===== config.mk =====
export PLATFORM = sky130hd
export DESIGN_NAME = systematic_particle_resampler_core
export DESIGN_NICKNAME = d
export VERILOG_FILES = /design/src/hdl/spr_pkg.sv /design/src/hdl/spr_datapath.sv /design/src/hdl/spr_controller.sv /design/src/hdl/systematic_particle_resampler_core.sv
export VERILOG_INCLUDE_DIRS = /design/src /design/src/hdl
export SDC_FILE = /design/constraint.sdc
export NUM_CORES = 2
export LEC_CHECK = 0
export BUFFER_PORTS_ARGS = -buffer_cell sky130_fd_sc_hd__buf_2
export CAP_MARGIN = 20
export CORE_MARGIN = 2
export CORE_UTILIZATION = 60
export DETAILED_ROUTE_END_ITERATION = 12
export PLACE_DENSITY = 0.76
export SYNTH_ARGS = -nofsm -noshare
export SYNTH_HDL_FRONTEND = slang
export SYNTH_SLANG_ARGS = --single-unit

===== constraint.sdc =====
create_clock -name clk -period 10.7 [get_ports clk]
set_clock_uncertainty 0.15 [all_clocks]
set_input_delay 0 -clock clk [delete_from_list [all_inputs] [get_ports clk]]
set_output_delay 0 -clock clk [all_outputs]
set_load 0.02 [all_outputs]

===== src/hdl/systematic_particle_resampler_core_macros.svh =====
// ----------------------------------------------------------------------------
// systematic particle resampler assertion macros
// concurrent assertion wrappers, empty when SYNTHESIS is defined
// ----------------------------------------------------------------------------
`ifndef SYSTEMATIC_PARTICLE_RESAMPLER_CORE_MACROS_SVH
`define SYSTEMATIC_PARTICLE_RESAMPLER_CORE_MACROS_SVH

`ifndef SYNTHESIS
// property must hold at every clock edge out of reset
`define SPR_ASSERT_IMPL(lbl, clk, rst_n, prop) \
lbl: assert property (@(posedge clk) disable iff (!rst_n) prop) \
	else $error("spr assertion failed");
// condition must never be seen at a clock edge out of reset
`define SPR_ASSERT_NEVER(lbl, clk, rst_n, cond) \
lbl: assert property (@(posedge clk) disable iff (!rst_n) !(cond)) \
	else $error("spr forbidden condition seen");
`else
`define SPR_ASSERT_IMPL(lbl, clk, rst_n, prop)
`define SPR_ASSERT_NEVER(lbl, clk, rst_n, cond)
`endif

`endif


===== src/hdl/spr_pkg.sv =====
// ----------------------------------------------------------------------------
// spr_pkg
// shared widths, constants and controller/datapath interface structs
// ----------------------------------------------------------------------------
package spr_pkg;

	localparam int POS_W   = 16;              // q8.8 position
	localparam int W_W     = 17;              // q1.16 weight
	localparam int FRAC_W  = 16;              // random start fraction
	localparam int CFG_W   = 7;               // particle_count register
	localparam int SRC_W   = 6;               // source_index port
	localparam int SUM_W   = 23;              // weight sums
	localparam int PROD_W  = 2 * W_W;         // weight times numerator
	localparam int ACC_W   = 30;              // walk compare width
	localparam int DCNT_W  = $clog2(W_W);     // divider step counter

	localparam logic [W_W-1:0] ONE = 17'h10000;  // 1.0 in q1.16

	// controller to datapath commands
	typedef struct packed {
		logic accept;
		logic idx_inc;
		logic rs_mul;
		logic div_init;
		logic div_step;
		logic rs_write;
		logic walk_init;
		logic wk_mul;
		logic wk_add;
		logic emit;
		logic round_done;
	} cmd_t;

	// datapath to controller status
	typedef struct packed {
		logic usum_zero;
		logic flag;
		logic div_last;
		logic idx_last;
		logic advance;
		logic m_last;
		logic out_free;
	} sts_t;

endpackage


===== src/hdl/spr_datapath.sv =====
// ----------------------------------------------------------------------------
// spr_datapath
// particle stores, weight sums, rescale divider, cumulative walk, result reg
// ----------------------------------------------------------------------------
`include "systematic_particle_resampler_core_macros.svh"

module spr_datapath #(
	parameter int MAX_PARTICLES = 64
) (
	input  logic                            clk,
	input  logic                            arst_n,
	input  spr_pkg::cmd_t                   cmd,
	output spr_pkg::sts_t                   sts,
	input  logic                            cfg_wr_en,
	input  logic [spr_pkg::CFG_W-1:0]       cfg_wr_data,
	input  logic signed [spr_pkg::POS_W-1:0] x_pos,
	input  logic signed [spr_pkg::POS_W-1:0] y_pos,
	input  logic [spr_pkg::W_W-1:0]         weight,
	input  logic                            sensor_updated,
	input  logic [spr_pkg::FRAC_W-1:0]      rand_fraction,
	input  logic                            last_particle,
	input  logic                            result_stall,
	output logic                            result_valid,
	output logic signed [spr_pkg::POS_W-1:0] out_x,
	output logic signed [spr_pkg::POS_W-1:0] out_y,
	output logic [spr_pkg::SRC_W-1:0]       source_index,
	output logic                            out_last
);
	import spr_pkg::*;

	localparam int IDX_W = $clog2(MAX_PARTICLES);
	localparam int CNT_W = $clog2(MAX_PARTICLES + 1);

	// particle stores
	logic [POS_W-1:0] x_mem [MAX_PARTICLES];
	logic [POS_W-1:0] y_mem [MAX_PARTICLES];
	logic [W_W-1:0]   w_mem [MAX_PARTICLES];
	logic             f_mem [MAX_PARTICLES];

	logic [POS_W-1:0] x_rd_q, y_rd_q;
	logic [W_W-1:0]   w_rd_q;
	logic             f_rd_q;

	logic [CNT_W-1:0] n_q, n_d;
	logic [CNT_W-1:0] load_cnt_q, count_q, m_q;
	logic [IDX_W-1:0] idx_q;
	logic [SUM_W-1:0] usum_q, psum_q;
	logic [FRAC_W-1:0] rand_q;
	logic [W_W-1:0]   numer_q;
	logic [PROD_W-1:0] prod_q;
	logic [SUM_W-1:0] rem_q;
	logic [W_W-1:0]   dq_q;
	logic [DCNT_W-1:0] div_cnt_q;
	logic [ACC_W-1:0] lhs_q, cn_q, wn_q;

	logic             store_en;
	logic             w_we;
	logic [IDX_W-1:0] w_wa;
	logic [W_W-1:0]   w_wd;
	logic [SUM_W:0]   div_shift;
	logic             div_ge;

	logic signed [POS_W-1:0] out_x_q, out_y_q;
	logic [SRC_W-1:0] src_q;
	logic             last_q, out_valid_q;

	// clamp the written count into the supported range
	always_comb begin
		priority if (cfg_wr_data < CFG_W'(2)) begin
			n_d = CNT_W'(2);
		end else if (cfg_wr_data > CFG_W'(MAX_PARTICLES)) begin
			n_d = CNT_W'(MAX_PARTICLES);
		end else begin
			n_d = CNT_W'(cfg_wr_data);
		end
	end

	assign store_en = cmd.accept && (load_cnt_q < n_q);

	assign w_we = store_en || cmd.rs_write;
	assign w_wa = store_en ? load_cnt_q[IDX_W-1:0] : idx_q;
	assign w_wd = store_en ? weight : dq_q;

	always_ff @(posedge clk) begin
		if (store_en) begin
			x_mem[load_cnt_q[IDX_W-1:0]] <= x_pos;
			y_mem[load_cnt_q[IDX_W-1:0]] <= y_pos;
			f_mem[load_cnt_q[IDX_W-1:0]] <= sensor_updated;
		end
		if (w_we) begin
			w_mem[w_wa] <= w_wd;
		end
		x_rd_q <= x_mem[idx_q];
		y_rd_q <= y_mem[idx_q];
		w_rd_q <= w_mem[idx_q];
		f_rd_q <= f_mem[idx_q];
	end

	// restoring division step
	assign div_shift = {rem_q, dq_q[W_W-1]};
	assign div_ge    = div_shift >= {1'b0, usum_q};

	// control state
	always_ff @(posedge clk or negedge arst_n) begin
		if (!arst_n) begin
			n_q         <= CNT_W'(MAX_PARTICLES);
			load_cnt_q  <= '0;
			usum_q      <= '0;
			psum_q      <= '0;
			out_valid_q <= 1'b0;
		end else begin
			if (cfg_wr_en) begin
				n_q <= n_d;
			end
			if (store_en) begin
				if (sensor_updated) begin
					usum_q <= usum_q + SUM_W'(weight);
				end else begin
					psum_q <= psum_q + SUM_W'(weight);
				end
			end
			// the last transaction of a set rewinds the fill count
			if (cmd.accept && last_particle) begin
				load_cnt_q <= '0;
			end
			if (store_en && !last_particle) begin
				load_cnt_q <= load_cnt_q + CNT_W'(1);
			end
			if (cmd.round_done) begin
				usum_q <= '0;
				psum_q <= '0;
			end
			if (cmd.emit) begin
				out_valid_q <= 1'b1;
			end else if (!result_stall) begin
				out_valid_q <= 1'b0;
			end
		end
	end

	// payload registers
	always_ff @(posedge clk) begin
		numer_q <= (psum_q >= SUM_W'(ONE)) ? '0 : W_W'(SUM_W'(ONE) - psum_q);
		if (cmd.accept && last_particle) begin
			count_q <= store_en ? load_cnt_q + CNT_W'(1) : load_cnt_q;
			rand_q  <= rand_fraction;
			idx_q   <= '0;
		end
		if (cmd.idx_inc) begin
			idx_q <= idx_q + IDX_W'(1);
		end
		if (cmd.rs_mul) begin
			prod_q <= PROD_W'(w_rd_q) * PROD_W'(numer_q);
		end
		if (cmd.div_init) begin
			rem_q     <= SUM_W'(prod_q[PROD_W-1:W_W]);
			dq_q      <= prod_q[W_W-1:0];
			div_cnt_q <= '0;
		end
		if (cmd.div_step) begin
			rem_q     <= div_ge ? SUM_W'(div_shift - {1'b0, usum_q}) : div_shift[SUM_W-1:0];
			dq_q      <= {dq_q[W_W-2:0], div_ge};
			div_cnt_q <= div_cnt_q + DCNT_W'(1);
		end
		if (cmd.walk_init) begin
			idx_q <= '0;
			m_q   <= '0;
			lhs_q <= ACC_W'(rand_q);
			cn_q  <= '0;
		end
		if (cmd.wk_mul) begin
			wn_q <= ACC_W'(w_rd_q) * ACC_W'(n_q);
		end
		if (cmd.wk_add) begin
			cn_q <= cn_q + wn_q;
		end
		if (cmd.emit) begin
			out_x_q <= x_rd_q;
			out_y_q <= y_rd_q;
			src_q   <= SRC_W'(idx_q);
			last_q  <= sts.m_last;
			m_q     <= m_q + CNT_W'(1);
			lhs_q   <= lhs_q + ACC_W'(ONE);
		end
	end

	assign sts.usum_zero = (usum_q == '0);
	assign sts.flag      = f_rd_q;
	assign sts.div_last  = (div_cnt_q == DCNT_W'(W_W - 1));
	assign sts.idx_last  = ((CNT_W'(idx_q) + CNT_W'(1)) == count_q);
	assign sts.advance   = (lhs_q > cn_q) && ((CNT_W'(idx_q) + CNT_W'(1)) < count_q);
	assign sts.m_last    = ((m_q + CNT_W'(1)) == n_q);
	assign sts.out_free  = !out_valid_q || !result_stall;

	assign result_valid = out_valid_q;
	assign out_x        = out_x_q;
	assign out_y        = out_y_q;
	assign source_index = src_q;
	assign out_last     = last_q;

	`SPR_ASSERT_NEVER(a_emit_overwrite, clk, arst_n, cmd.emit && result_valid && result_stall)
	`SPR_ASSERT_NEVER(a_walk_in_range, clk, arst_n, cmd.wk_mul && (CNT_W'(idx_q) >= count_q))
	`SPR_ASSERT_IMPL(a_stall_holds, clk, arst_n, result_valid && result_stall |=> result_valid && $stable(out_x) && $stable(source_index))

endmodule


===== src/hdl/spr_controller.sv =====
// ----------------------------------------------------------------------------
// spr_controller
// sequences load, weight rescale and the resampling walk
// ----------------------------------------------------------------------------
`include "systematic_particle_resampler_core_macros.svh"

module spr_controller (
	input  logic          clk,
	input  logic          arst_n,
	input  logic          item_valid,
	input  logic          last_particle,
	output logic          item_stall,
	input  spr_pkg::sts_t sts,
	output spr_pkg::cmd_t cmd
);
	import spr_pkg::*;

	typedef enum logic [11:0] {
		ST_LOAD     = 12'b0000_0000_0001,
		ST_START    = 12'b0000_0000_0010,
		ST_RS_RD    = 12'b0000_0000_0100,
		ST_RS_MUL   = 12'b0000_0000_1000,
		ST_RS_DINIT = 12'b0000_0001_0000,
		ST_RS_DIV   = 12'b0000_0010_0000,
		ST_RS_WR    = 12'b0000_0100_0000,
		ST_WK_INIT  = 12'b0000_1000_0000,
		ST_WK_RD    = 12'b0001_0000_0000,
		ST_WK_MUL   = 12'b0010_0000_0000,
		ST_WK_ADD   = 12'b0100_0000_0000,
		ST_WK_CMP   = 12'b1000_0000_0000
	} state_t;

	state_t state_q, state_d;

	assign item_stall = (state_q != ST_LOAD);

	always_comb begin
		cmd     = '0;
		state_d = state_q;
		unique case (state_q)
			ST_LOAD: begin
				cmd.accept = item_valid;
				if (item_valid && last_particle) begin
					state_d = ST_START;
				end
			end
			ST_START: begin
				state_d = sts.usum_zero ? ST_WK_INIT : ST_RS_RD;
			end
			ST_RS_RD: begin
				state_d = ST_RS_MUL;
			end
			ST_RS_MUL: begin
				priority if (sts.flag) begin
					cmd.rs_mul = 1'b1;
					state_d    = ST_RS_DINIT;
				end else if (sts.idx_last) begin
					state_d = ST_WK_INIT;
				end else begin
					cmd.idx_inc = 1'b1;
					state_d     = ST_RS_RD;
				end
			end
			ST_RS_DINIT: begin
				cmd.div_init = 1'b1;
				state_d      = ST_RS_DIV;
			end
			ST_RS_DIV: begin
				cmd.div_step = 1'b1;
				if (sts.div_last) begin
					state_d = ST_RS_WR;
				end
			end
			ST_RS_WR: begin
				cmd.rs_write = 1'b1;
				if (sts.idx_last) begin
					state_d = ST_WK_INIT;
				end else begin
					cmd.idx_inc = 1'b1;
					state_d     = ST_RS_RD;
				end
			end
			ST_WK_INIT: begin
				cmd.walk_init = 1'b1;
				state_d       = ST_WK_RD;
			end
			ST_WK_RD: begin
				state_d = ST_WK_MUL;
			end
			ST_WK_MUL: begin
				cmd.wk_mul = 1'b1;
				state_d    = ST_WK_ADD;
			end
			ST_WK_ADD: begin
				cmd.wk_add = 1'b1;
				state_d    = ST_WK_CMP;
			end
			ST_WK_CMP: begin
				priority if (sts.advance) begin
					cmd.idx_inc = 1'b1;
					state_d     = ST_WK_RD;
				end else if (sts.out_free) begin
					cmd.emit = 1'b1;
					if (sts.m_last) begin
						cmd.round_done = 1'b1;
						state_d        = ST_LOAD;
					end
				end
			end
			default: begin
				state_d = ST_LOAD;
			end
		endcase
	end

	always_ff @(posedge clk or negedge arst_n) begin
		if (!arst_n) begin
			state_q <= ST_LOAD;
		end else begin
			state_q <= state_d;
		end
	end

	`SPR_ASSERT_IMPL(a_round_returns, clk, arst_n, cmd.round_done |=> (state_q == ST_LOAD))
	`SPR_ASSERT_NEVER(a_emit_not_advance, clk, arst_n, cmd.emit && cmd.idx_inc)

endmodule


===== src/hdl/systematic_particle_resampler_core.sv =====
// ----------------------------------------------------------------------------
// systematic_particle_resampler_core
// low-variance resampler: loads a particle set, rescales sensor weights,
// then emits N resampled copies
// ----------------------------------------------------------------------------
// usage:
//   item channel (item_valid / item_stall) loads one particle per cycle while
//   the block is in its load phase; the transaction flagged last_particle
//   closes the set and latches rand_fraction
//   result channel (result_valid / result_stall) then gives particle_count
//   transactions, out_last set on the final one
//   rescale, skipped when the updated weights sum to zero: each particle is
//   read from the store, an updated one then takes one multiply and a
//   17-step serial divider; the walk steps to the next particle by store
//   read, multiply, add and compare, and emits from the compare state
//   item_stall stays high from the last item until the last result is
//   registered; the next set may load while that result waits
//   a stalled result holds in the output register and the walk pauses
//   once it reaches the next result to emit
//   reset: count register returns to MAX_PARTICLES, sums and fill count
//   clear, particle stores keep whatever they held
//   particle_count writes go through cfg_wr_en / cfg_wr_data while idle
// ----------------------------------------------------------------------------
module systematic_particle_resampler_core #(
	parameter int MAX_PARTICLES = 64
) (
	input  logic                             clk,
	input  logic                             arst_n,
	// configuration
	input  logic                             cfg_wr_en,
	input  logic [spr_pkg::CFG_W-1:0]        cfg_wr_data,
	// item channel
	input  logic                             item_valid,
	output logic                             item_stall,
	input  logic signed [spr_pkg::POS_W-1:0] x_pos,
	input  logic signed [spr_pkg::POS_W-1:0] y_pos,
	input  logic [spr_pkg::W_W-1:0]          weight,
	input  logic                             sensor_updated,
	input  logic [spr_pkg::FRAC_W-1:0]       rand_fraction,
	input  logic                             last_particle,
	// result channel
	output logic                             result_valid,
	input  logic                             result_stall,
	output logic signed [spr_pkg::POS_W-1:0] out_x,
	output logic signed [spr_pkg::POS_W-1:0] out_y,
	output logic [spr_pkg::SRC_W-1:0]        source_index,
	output logic                             out_last
);
	import spr_pkg::*;

	// command and status between sequencer and datapath
	cmd_t cmd;
	sts_t sts;

	// sequencer: load phase, per-particle rescale, walk with result handoff
	spr_controller u_ctrl (
		.clk           (clk),
		.arst_n        (arst_n),
		.item_valid    (item_valid),
		.last_particle (last_particle),
		.item_stall    (item_stall),
		.sts           (sts),
		.cmd           (cmd)
	);

	// stores, sums, serial divider, cumulative compare and result register
	spr_datapath #(
		.MAX_PARTICLES (MAX_PARTICLES)
	) u_dp (
		.clk            (clk),
		.arst_n         (arst_n),
		.cmd            (cmd),
		.sts            (sts),
		.cfg_wr_en      (cfg_wr_en),
		.cfg_wr_data    (cfg_wr_data),
		.x_pos          (x_pos),
		.y_pos          (y_pos),
		.weight         (weight),
		.sensor_updated (sensor_updated),
		.rand_fraction  (rand_fraction),
		.last_particle  (last_particle),
		.result_stall   (result_stall),
		.result_valid   (result_valid),
		.out_x          (out_x),
		.out_y          (out_y),
		.source_index   (source_index),
		.out_last       (out_last)
	);

endmodule

# Word-level counts from Yosys, hierarchy flattened
# Memory sizes are Yosys's and may differ from the RTL's. A register that Yosys moved wholly into a read port is not among the register bits.
# Index checks and enable logic that the tools add are counted.
# totals
n_memories,4
input_bits,79
wordCells,149
output_inout_bits,41
ram_bits,3200
register_bits,328
# op_classes
n_lt_le_gt_ge,7
mux,60
n_reduce_logical,21
eq_ne,22
addsub,11
mul,2
# memory_table
memory,depth,width,read_ports,rd_ports_with_merged_regs,wr,line_no,rtl
u_dp.w_mem,64,17,1,1,1,spr_datapath.sv:37,logic [W_W-1:0] w_mem [MAX_PARTICLES];
u_dp.x_mem,64,16,1,1,1,spr_datapath.sv:35,logic [POS_W-1:0] x_mem [MAX_PARTICLES];
u_dp.y_mem,64,16,1,1,1,spr_datapath.sv:36,logic [POS_W-1:0] y_mem [MAX_PARTICLES];
u_dp.f_mem,64,1,1,1,1,spr_datapath.sv:38,logic f_mem [MAX_PARTICLES];
# ops
op,count
$mux W23,9
$pmux W12 S12,1
$mux W30,4
$mux W12,6
$mux W17,3
$mux W7,7
$add A23 B17 Y23,2
$mul A17 B17 Y34,1
$add A30 B17 Y30 const B,1
$add A30 B24 Y30,1
$gt A30 B30 Y1,1
$ge A24 B23 Y1,1
$mul A17 B7 Y24,1
$ge A23 B17 Y1 const B,1
$logic_not A23 Y1,1
$sub A23 B23 Y23,1
$mux W1,19
$mux W6,3
$sub A17 B17 Y17 const A,1
$mux W8,2
$add A7 B1 Y7 const B,2
$eq A7 B7 Y1,2
$lt A7 B7 Y1,2
$reduce_bool A2 Y1,7
30 further kinds,44

# Depth between registers and ports, before layout
# logic_depth
depth_word,8
ltp_mapped,27
ltp_nobuf,25

# By module
# A second synthesis with hierarchy kept.
# hier_totals
hier_cells,8062
area_unflattened_um2,153973.9
# by_module_without_submodules
mod,cells_each,seq_area_each_um2,instances,area_each_um2
spr_datapath,7981,106048.0,1,153178.2
spr_controller,81,301.5,1,795.8

# Least setup slack after synthesis
# OpenSTA, ideal clock, no wires.
# synth_path
kind,register -> register
start,reg u_dp.numer_q[10]
end,reg u_dp.prod_q[32] (data pin)
stages_incl_launch_ff,28
slack_ps,4016
arrival_ps,6269
n_path_buf,3
t_required_ps,10284
path_cell_list,dfxtp_1 > clkbuf_1 > clkbuf_1 > nand2_1 > fa_1 > inv_1 > fa_1 > inv_1 > fa_1 > inv_1 > fa_1 > fa_1 > inv_1 > fa_1 > inv_1 > ha_1 > buf_2 > a21oi_1 > o21ai_1 > a311o_1 > a21o_1 > a22o_1 > o41ai_2 > o21ai_1 > a21oi_1 > nor2_1 > o41ai_1 > xnor2_1
# synth_between
elab_chain_len,1
# synth_lines
element,line_no,rtl
start: declaration,spr_datapath.sv:49,logic [W_W-1:0] numer_q;
start signal: assignment,spr_datapath.sv:143,numer_q <= (psum_q >= SUM_W'(ONE)) ? '0 : W_W'(SUM_W'(ONE) - psum_q);
$mul A17 B17 Y34,spr_datapath.sv:153,prod_q <= PROD_W'(w_rd_q) * PROD_W'(numer_q);
end signal: assignment,spr_datapath.sv:153,
end: declaration,spr_datapath.sv:50,logic [PROD_W-1:0] prod_q;
# No other way between the ends.
# A chain may end at the register's enable or synchronous reset.

# Worst setup path after layout
# layout_path
start,"reg u_dp.w_rd_q[15], read port of u_dp.w_mem"
end,reg u_dp.prod_q[32] (data pin)
# layout_between
elab_chain_len,1
# layout_lines
element,line_no,rtl
start: declaration,spr_datapath.sv:41,logic [W_W-1:0] w_rd_q;
$mul A17 B17 Y34,spr_datapath.sv:153,
# No other way between the ends.

==> impl_metrics.csv <==
group,metric,value,unit
outcome,outcome,"completed",
pwr,ir_worst_vdd,0.512,mV
cts,numCtsBuffers,366,
timing,fin_crit_sh,0.694,
die,io_pins,120,
worst_hold_path,min_path_type,"input pin to register",
pwr,power,38.3,mW
yosys,yosys.area_share.simple,0.0372,
timing,fmax,0.135,GHz
critical_path,critPathMaxStageDelay,950,ps
yosys,synthMuxAreaShare,0.156,
global_route,grt_pass1_vias,82500,
critical_path,cp_max_fo,24,
global_route,grt_pass1_wl,581,mm
die,core-area,0.254,mm²
yosys,synth-seq-area-share,0.696,
yosys,synth_compound_area_frac,0.0191,
final_layout,multi_input_area,0.0441,mm²
final_layout,nets,9066,
route,dr_total_vias,81000,
die,initial_utilization,0.603,
final_layout,final_util,0.679,
pwr,power_density,222,mW/mm²
timing,final_max_slew_viol_count,0,
yosys,ys_types,82,
cts,cts_sinks,3578,
critical_path,end_kind,"register",
yosys,synth_seq_cells,3578,
cts,h-tree-depth,5,
global_route,grt_usage,0.315,
cts,clk_transition_reported_paths,60,ps
yosys,avgSynthCellArea,19.4,µm²
yosys,synth_fa_ha_area_frac,0.0626,
route,dr.pass1.iters,9,
placed_design,dp_hpwl,215,mm
die,fp.dieArea,0.259,mm²
yosys,synth_xor_area_frac,0.0101,
critical_path,start_kind,"register",
yosys,synth_top_family_by_area,"multiplexers",
route,antenna_left,0,
route,wire_per_inst,33.4,µm
yosys,synth_flop_cell,"edfxtp_1",
critical_path,worstSetupPathType,"register to register",
cts,cts_root_buf,"clkbuf_16",
timing,tns,0,ps
timing,worst_slew_pin_slew,1230,ps
timing,finalSetupViolations,0,
final_layout,seq_area,0.106,mm²
die,rows,185,
global_route,grt_max_degree,160,
final_layout,layout-drive-gt1-share,0.236,
cts,clk_latency,990,ps
placed_design,post-place-ws,3150,ps
die,die_h,509,µm
timing,min_period,7430,ps
timing,whs,72.5,ps
route,routed_via_density,6.73,
critical_path,crit_chain,"nand2_1, fa_1, fa_1, inv_1, fa_1, fa_1, fa_1, inv_1, fa_1, inv_1, ha_1, a21oi_1, a21boi_0, a311o_1, a21o_1, a22o_1, o41ai_2, o21ai_1, a21oi_1, nor2_1, o41ai_1, xnor2_1",
critical_path,critPathRequiredTime,11230,ps
pwr,leakage,57.0,nW
cts,clockBufferDepth,4,
final_layout,nFillCells,15500,
timing,rsz0062_at_grt,"false",
critical_path,crit_path_frequent_cell,"fa_1",
final_layout,layoutNonFillerInstCount,12000,
yosys,netlist_instances,7867,
yosys,syn_area,0.153,mm²
yosys,ys.warnings.count,0,
cts,cts_tree,"done",
route,drc,0,
timing,max_slew_margin,0.181,
flow_run,drv_cap,0,
timing,fin_ws,3270,ps
critical_path,cp_slowest_cell,"dfxtp_1",
yosys,synthesis.nets,8529,
final_layout,finalInstanceArea,0.172,mm²
critical_path,arrival,7950,ps
yosys,postSynth.asyncResetShare,0.0204,
global_route,grt_overflow,0,
placed_design,placed_area,0.159,mm²
timing,hold_violations,0,
critical_path,reg2reg_slack,3270,ps
route,wirelength,403,mm
cts,post-cts-setup-buffers,0,
final_layout,syn_to_final_growth,12.8,%
placed_design,io_buffers,119,
die,dieWidth,509,µm
yosys,synth_edf_count,3432,
placed_design,gp_congestion,0.869,
route,drt_iter0_drc,12300,
placed_design,dp.cells,11200,
global_route,antenna_found_initial,28,
==> critical path: cells and delay by family (launching register included) <==
kind,cells,cell delay [ps]
DFF,1,950
and+or+nand+nor,2,260
buffers and inverters,3,140
AOI/OAI and AO/OA,9,2120
xor gates and xnor gates,1,140
adders and majority gates,7,3380
==> sequential cells by signal (all words and copies together), names as in the netlist, 24 cells and up <==
name / flops
u_dp.prod_q: 34
u_dp.y_mem: 1024
u_dp.lhs_q: 30
u_dp.w_mem: 1088
u_dp.f_mem: 64
u_dp.wn_q: 24
u_dp.x_mem: 1024
u_dp.cn_q: 30
==> repair_timing <==
action / in CTS / in global routing
endpoints found under the hold margin: 3351 / 431
gates resized for setup: 0 / 0
hold buffers: 143 / 26
==> metal layers <==
metal | GRT usage | wire (µm) | up-vias | share of wire
met1 | 0.447 | 149000 | 42400 | 0.37
met4 | 0.0940 | 13300 | 24 | 0.033
met2 | 0.492 | 193000 | 5649 | 0.48
met5 | 0 | 159 | - | 0.00039
li1 | - | - | 32100 | -
met3 | 0.0780 | 48000 | 868 | 0.12
==> report_power, final <==
part	internal, mW	switching (mW)
Sequential	16.1	0.375
Combinational	3.80	5.61
Clock	7.19	5.28
Total	27.0	11.3
==> cell usage after synthesis, types with 6 or more instances <==
cell      count  area [µm²]
nand3b_1      9        67.6
and2_1      187        1170
fa_1        302        6050
nor2b_1      31         194
nand4_1      18         113
inv_1       426        1600
nand2b_1     25         156
edfxtp_1   3432      103000
a21o_1       60         450
o22ai_1       8        50.1
nand3_1      78         390
ha_1        281        3520
o21a_1       20         150
a211oi_1      8        60.1
o211ai_1      8        60.1
buf_1        74         278
or3_1        16         100
mux4_2     1050       23600
and3_1       19         119
xor2_1       72         631
dfxtp_1      73        1460
nor3_1       35         175
a21oi_1     136         681
nor4_1       15        93.8
or2_2         7        43.8
xnor2_1     104         911
nor2_1      312        1170
o31ai_1      11        82.6
nand2_1     451        1690
o31a_1        6        52.6
clkbuf_1    268        1010
dfrtp_1      71        1780
o21bai_1     16         120
a21boi_0      7        52.6
mux2_2       17         191
o21ai_0     116         581
buf_2         9        45.0
==> placed cells by master, fill, tap and decap left out, types with 31 or more instances in the layout <==
cell / count
a21o_1: 60
xor2_1: 72
fa_1: 302
buf_4: 192
dfrtp_1: 71
inv_1: 425
a21oi_1: 136
buf_12: 37
clkinv_1: 64
nor3_1: 32
dlygate4sd3_1: 168
edfxtp_1: 3432
o21ai_0: 115
clkinv_2: 59
xnor2_1: 104
nor2b_1: 31
nor2_4: 62
and2_1: 187
ha_1: 281
buf_2: 119
dfxtp_1: 67
mux4_2: 1050
clkbuf_16: 371
bufinv_16: 33
nand2_1: 434
nor2_1: 249
nand3_1: 78
clkbuf_1: 70
==> layout make-up <==
class / count / share of cell area
Tap cell: 3366 / 0.0244
Multi-Input combinational cell: 3512 / 0.256
Inverter: 426 / 0.00928
Clock inverter: 183 / 0.0103
Sequential cell: 3578 / 0.617
Timing Repair Buffer: 520 / 0.0264
Clock buffer: 450 / 0.0561
Antenna cell: 9 / 0.000131
==> logic make-up after synthesis <==
| group | after synthesis |
|---|---|
| buf+inv | 777 |
| mux | 1071 |
| compound gates | 457 |
| simple gates | 1225 |
| fa+ha+maj | 583 |
| xor+xnor | 176 |
| flops | 3578 |
==> final timing paths <==
kind                            cells past startpoint                    start                       endpoint
max in group asynchronous                           5                   arst_n        u_dp.n_q[2]$_DFFE_PN0P_
min in group asynchronous                           4                   arst_n  u_ctrl.state_q[0]$_DFFE_PN1P_
worst max-delay path                               22  u_dp.w_rd_q[15]$_DFF_P_      u_dp.prod_q[32]$_DFFE_PP_
worst min-delay path                                5                weight[9]     u_dp.psum_q[9]$_DFFE_PN0P_
worst min register to register                      0  u_dp.y_rd_q[13]$_DFF_P_       u_dp.out_y[13]$_DFFE_PP_
worst max register to register                     22  u_dp.w_rd_q[15]$_DFF_P_      u_dp.prod_q[32]$_DFFE_PP_
Power figures use the tool's default switching activity.
